`src/rtl/csmd_pkg.sv`:
```
// ============================================================================
// csmd_pkg
// Shared types and constants for the cell set corner distance block.
// ============================================================================
package csmd_pkg;

    // Fixed widths of the external fields.
    localparam int CELL_W      = 10;
    localparam int DIST_OUT_W  = 21;

    // Command queue between the front end and the execution engine.
    localparam int Q_DEPTH     = 4;
    localparam int Q_PTR_W     = 2;
    localparam int Q_CNT_W     = 3;

    // Command codes on the cmd port.
    localparam logic [1:0] CMD_LOAD_A  = 2'd0;
    localparam logic [1:0] CMD_LOAD_B  = 2'd1;
    localparam logic [1:0] CMD_COMPUTE = 2'd2;

    // Operations that travel through the queue.
    typedef enum logic [1:0] {
        OP_LOAD_A  = 2'd0,
        OP_LOAD_B  = 2'd1,
        OP_COMPUTE = 2'd2
    } op_t;

    localparam int OP_W = 2;

    // Execution engine states.
    typedef enum logic [1:0] {
        BK_IDLE   = 2'd0,
        BK_SCAN   = 2'd1,
        BK_DRAIN  = 2'd2,
        BK_FINISH = 2'd3
    } back_state_t;

    // Queue status seen by both sides.
    typedef struct packed {
        logic full;
        logic not_empty;
    } q_status_t;

endpackage

```
`src/rtl/csmd_queue.sv`:
```
// ============================================================================
// csmd_queue
// Short show-ahead command queue between the front end and the engine.
// ============================================================================
module csmd_queue
    import csmd_pkg::*;
#(
    parameter int WIDTH = 22
) (
    input  logic             clk,
    input  logic             rst_n,
    input  logic             push,
    input  logic [WIDTH-1:0] push_data,
    input  logic             pop,
    output logic [WIDTH-1:0] pop_data,
    output q_status_t        status
);

    logic [WIDTH-1:0]   entry_reg [Q_DEPTH];
    logic [Q_PTR_W-1:0] wr_ptr_reg;
    logic [Q_PTR_W-1:0] rd_ptr_reg;
    logic [Q_CNT_W-1:0] count_reg;
    logic               do_push;
    logic               do_pop;

    assign status.full      = (count_reg == Q_CNT_W'(Q_DEPTH));
    assign status.not_empty = (count_reg != '0);
    assign do_push          = push && !status.full;
    assign do_pop           = pop && status.not_empty;
    assign pop_data         = entry_reg[rd_ptr_reg];

    always_ff @(posedge clk or negedge rst_n)
    begin
        if (!rst_n)
        begin
            wr_ptr_reg <= '0;
            rd_ptr_reg <= '0;
            count_reg  <= '0;
        end
        else
        begin
            if (do_push)
            begin
                wr_ptr_reg <= wr_ptr_reg + Q_PTR_W'(1);
            end
            if (do_pop)
            begin
                rd_ptr_reg <= rd_ptr_reg + Q_PTR_W'(1);
            end
            if (do_push && !do_pop)
            begin
                count_reg <= count_reg + Q_CNT_W'(1);
            end
            else if (do_pop && !do_push)
            begin
                count_reg <= count_reg - Q_CNT_W'(1);
            end
        end
    end

    always_ff @(posedge clk)
    begin
        if (do_push)
        begin
            entry_reg[wr_ptr_reg] <= push_data;
        end
    end

endmodule

```
`config.mk`:
```
export PLATFORM = sky130hd
export DESIGN_NAME = csmd_queue
export DESIGN_NICKNAME = d
export VERILOG_FILES = /design/src/rtl/csmd_pkg.sv /design/src/rtl/csmd_queue.sv
export SDC_FILE = /design/constraint.sdc
export NUM_CORES = 1
export LEC_CHECK = 0
export ABC_CLOCK_PERIOD_IN_PS = 2400
export BUFFER_PORTS_ARGS = -buffer_cell sky130_fd_sc_hd__buf_2
export CORE_UTILIZATION = 45
export DETAILED_ROUTE_END_ITERATION = 16
export GPL_ROUTABILITY_DRIVEN = 0
export PLACE_DENSITY = 0.76
export SLEW_MARGIN = 20
export SYNTH_ARGS = -nofsm -noshare
export SYNTH_HDL_FRONTEND = slang
export SYNTH_SLANG_ARGS = --single-unit
```
`constraint.sdc`:
```
create_clock -name clk -period 2.4 [get_ports clk]
set_clock_uncertainty 0.1 [all_clocks]
set_input_delay 0.36 -clock clk [delete_from_list [all_inputs] [get_ports clk]]
set_output_delay 0.36 -clock clk [all_outputs]
set_load 0.005 [all_outputs]
```
# Word-level counts from Yosys, hierarchy flattened
# Memory sizes are Yosys's and may differ from the RTL's.
# Cells that the tools add are included.
[op_classes] div_mod_pow=0 n_bitwise=0 order_cmp=0 shift=0 addsub=4 reduce_logical=9 mux=4 mul=0 n_eq_ne=1
[op_table] op="2-to-1 mux 3 bit" n=2
[op_table] op="adder 2 x 1 -> 2 bit (second input constant)" n=2
[op_table] op="logical AND 1 bit" n=4
[op_table] op="adder 3 x 1 -> 3 bit (second input constant)" n=1
[op_table] op="== test 3 bit (second input constant)" n=1
[op_table] op="zero test 1 bit" n=3
[op_table] op="nonzero test 3 bit" n=1
[op_table] op="subtractor 3 x 1 -> 3 bit (second input constant)" n=1
[op_table] op="2-to-1 mux 1 bit" n=2
[op_table] op="nonzero test 2 bit" n=1
[word_totals] input_bits=26 ram_bits=88 reg_bits=7 mem_count=1 elab_cells=22 latchBits=0 romBits=0
[mem_list] memory="entry_reg" words=4 word_bits=22 read_ports=1 rd_ports_with_merged_regs=0 write_ports=1 line_no="csmd_queue.sv:19" text="logic [WIDTH-1:0] entry_reg [Q_DEPTH];"

# Longest topological paths before layout
[depth] depth_word=7 mapped_depth=9 depth_no_buf=8

# Worst setup path before layout
# OpenSTA, ideal clock, no wires.
[synth_timing] kind="reg-to-reg" from="register count_reg[0]" to="register count_reg[2]" arrival_ns=1.922 setup_time_ns=0.079 period_less_slack_ns=2.101 path_slack_ns=0.299 stages_incl_launch_ff=9 t_required_ns=2.221 path_cell_list="dfrtp_1 > or3_4 > nand2_1 > ha_1 > inv_1 > fa_1 > xor2_1 > nor2_1 > xor2_1"
[synth_lines] item="from (decl)" line_no="csmd_queue.sv:22" text="logic [Q_CNT_W-1:0] count_reg;"
[synth_lines] item="from (signal assigned)" line_no="csmd_queue.sv:52" text="count_reg <= count_reg + Q_CNT_W'(1);"
[synth_lines] item="from (signal assigned)" line_no="csmd_queue.sv:56" text="count_reg <= count_reg - Q_CNT_W'(1);"

# Worst setup path in the final report
[layout_timing] from="register rd_ptr_reg[0]" to="output port pop_data[0]"
[layout_between] elab_chain_len=1
[layout_rtl] item="from (decl)" line_no="csmd_queue.sv:21" text="logic [Q_PTR_W-1:0] rd_ptr_reg;"
[layout_rtl] item="from (signal assigned)" line_no="csmd_queue.sv:48" text="rd_ptr_reg <= rd_ptr_reg + Q_PTR_W'(1);"
[layout_rtl] item="memory (4 x 22 bit)"
[layout_rtl] item="to (decl)" line_no="csmd_queue.sv:15" text="output logic [WIDTH-1:0] pop_data,"
# Every way passes these cells.

==> impl_metrics.py <==
metrics = {
    "route": {
        "postRouteAntennaNets": 0,
        "post-route-drc-count": 0,
        "vias": 1594,
        "drt_first_pass_iters": 6,
        "viasPerCell": 5.013,
        "wirelength_um": 5653,
        "drt_first_iter_violations": 98,
        "post_drt_wl_per_cell_um": 17.78,
    },
    "grt": {
        "grt_overflow": 0,
        "antenna_found_initial": 0,
        "grt_pass1_wl_um": 8942,
        "grt_usage_pct": 14.79,
        "grt_max_degree": 20,
        "grt_pass1_vias": 1727,
    },
    "placement": {
        "placed_cell_area_um2": 4073,
        "io_buffers": 49,
        "dp_hpwl_um": 3786,
    },
    "timing": {
        "finalCriticalPeriod_ps": 2254,
        "relSlewSlack_pct": 81.69,
        "finalSetupTns_ps": 0,
        "fin_crit_sh_pct": 93.93,
        "drv_slew": 0,
        "finalHoldViolCount": 0,
        "holdWs_ps": 115.6,
        "setup_viol": 0,
        "worst_pin_slew_ps": 274.6,
        "timing.fmax_mhz": 443.6,
        "grt_setup_unrepaired": "false",
    },
    "cells_and_area": {
        "largest_reg_flops": 88,
        "nets": 244,
        "finalInstanceArea_um2": 4292,
        "final_util_pct": 55.25,
        "fillers": 605,
        "syn2layout_area_growth_pct": 17.79,
        "drive_gt1_share_pct": 46.76,
        "antennaDiodeCount": 0,
    },
    "yosys": {
        "ys_async_sr_fraction_pct": 7.368,
        "synthCells": 150,
        "syn_area_um2": 3643,
        "syn_area_per_cell_um2": 24.29,
        "synth.distinct_cells": 21,
        "synth_ff_type": "edfxtp_1",
        "yosysMostFrequentCell": "edfxtp_1",
        "ys_ff_latch": 95,
        "yosysSeqAreaShare_pct": 77.34,
        "syn_nets": 182,
        "synth_area_leaders": "edfxtp_1 (73%), mux4_2 (13%), dfrtp_1 (4.8%)",
        "yosysTopAreaCell": "edfxtp_1",
        "ys_warn_count": 0,
        "yosys.area.top_type_share_pct": 72.53,
        "synth-edff-count": 88,
        "synth_common_cells": "edfxtp_1 (88), mux4_2 (21), dfrtp_1 (7)",
    },
    "die": {
        "die_area_um2": 8460,
        "fp-row-count": 32,
        "core_area_um2": 7767,
        "die_height_um": 91.98,
        "die_width_um": 91.98,
        "ios": 50,
        "start_util_pct": 46.91,
    },
    "cts": {
        "cts_sinks": 95,
        "insertion_delay_ps": 350,
        "clockBufferDepth": 2,
        "root_buffer": "clkbuf_8",
        "cts_tree": "done",
        "cts_max_level": 3,
        "numCtsBuffers": 9,
        "cts.hold.buffers_added": 1,
        "cts_resized": 0,
        "cts_setup_buffers": 0,
        "clk_pin_slew_ps": 90,
    },
    "pwr": {
        "powerDensity_nw_per_um2": 1168,
        "power_mw": 5.013,
        "p_comb_share_pct": 30.8,
        "pwr-share-seq_pct": 47.3,
        "swShare_pct": 27.34,
        "ir_drop_mv": 0.6524,
        "p_int_mw": 3.642,
        "clock_power_share_pct": 21.9,
        "power.leakage_nw": 1.517,
        "p_sw_mw": 1.371,
    },
    "worst_setup_path": {
        "worst_setup_path_start_kind": "flop",
        "critPathCaptureType": "primary output",
        "r2r_slack_ps": 150,
        "required_ps": 1940,
        "criticalPathCategory": "flop to primary output",
        "critPathMaxFanout": 18,
        "r2r_cells": 8,
        "critPathArrivalTime_ps": 1790,
    },
    "flow_run": {
        "cap_viol_max_count": 0,
    },
    "hold_path": {
        "holdPathStages": 1,
        "min_path_type": "primary input to flop",
    },
    "outcome": {
        "status": "finished, final reports clean",
    },
}
==> critical path, stage by stage, from the launching register on <==
cell and delay [ps]:
dfrtp_2 510, buf_12 230, mux4_2 530, buf_2 150
==> logic make-up after synthesis <==
family                     share of synthesized area, %
DFF                                               77.34
muxes                                             14.42
and+or+nand+nor                                   2.232
buffers and inverters                             2.301
xor gates and xnor gates                          1.442
adders and majority gates                         2.267
==> layout by cell type (no fill, tap or decap) <==
cell / count
nor2b_2: 1
bufinv_16: 2
clkbuf_8: 9
buf_4: 1
nand2_1: 1
mux4_2: 21
mux2_4: 1
buf_2: 49
and2_2: 4
fa_1: 1
dlygate4sd3_1: 1
xnor2_1: 4
buf_12: 6
dfrtp_1: 6
inv_1: 3
edfxtp_1: 88
nor2_1: 1
nand3_1: 1
or3_4: 1
mux4_1: 1
mux2_2: 1
xor2_1: 2
nor3b_4: 1
clkinv_1: 1
clkinv_2: 2
dfrtp_2: 1
inv_8: 1
ha_1: 5
==> power by group through the flow <==
stage | Sequential, mW | Combinational (mW) | Clock, mW
after global placement | 2.39 | 1.56 | 0
final | 2.37 | 1.54 | 1.10
after detailed placement | 2.42 | 1.58 | 0
after CTS | 2.38 | 1.58 | 1.11
after global routing | 2.41 | 1.69 | 1.17
after floorplan | 2.33 | 1.07 | 0
==> per-stage QoR <==
| step | setup WS (ps) | instances |
|---|---|---|
| 3_3_place_gp | 243.4 | 302 |
| 5_1_grt | 39.39 | 318 |
| 6_report | 145.6 | 318 |
| 3_5_place_dp | 177.7 | 302 |
| 4_1_cts | 112.3 | 318 |
| 2_1_floorplan | 299.3 | 150 |
==> layer usage <==
metal	up-vias	GRT usage, %	share of wire (%)
met5	-	0	0
li1	734	-	-
met3	9	4.561	5.9
met4	0	7.031	1.7
met2	44	24.38	52
met1	807	17.81	41
==> worst paths after layout <==
| path | startpoint | endpoint |
|---|---|---|
| hold reg to reg | count_reg[2] | count_reg[2] |
| hold / removal | push_data[15] | entry_reg[1][15] |
| min in group asynchronous | rst_n | count_reg[2] |
| setup reg to reg | count_reg[0] | count_reg[2] |
| max in group asynchronous | rst_n | rd_ptr_reg[0] |
| setup / recovery | rd_ptr_reg[0] | pop_data[0] |
==> area by class of cell <==
type,instances,area (µm²),share of cell area [%]
sequential,95,2819,65.68
timing repair buffer,57,382.9,8.921
multi-input combinational,46,742.0,17.29
inverter,3,11.26,0.2624
clock buffer,9,123.9,2.886
clock inverter,6,85.08,1.983
tap,102,127.6,2.974
Power figures use the tool's default switching activity.
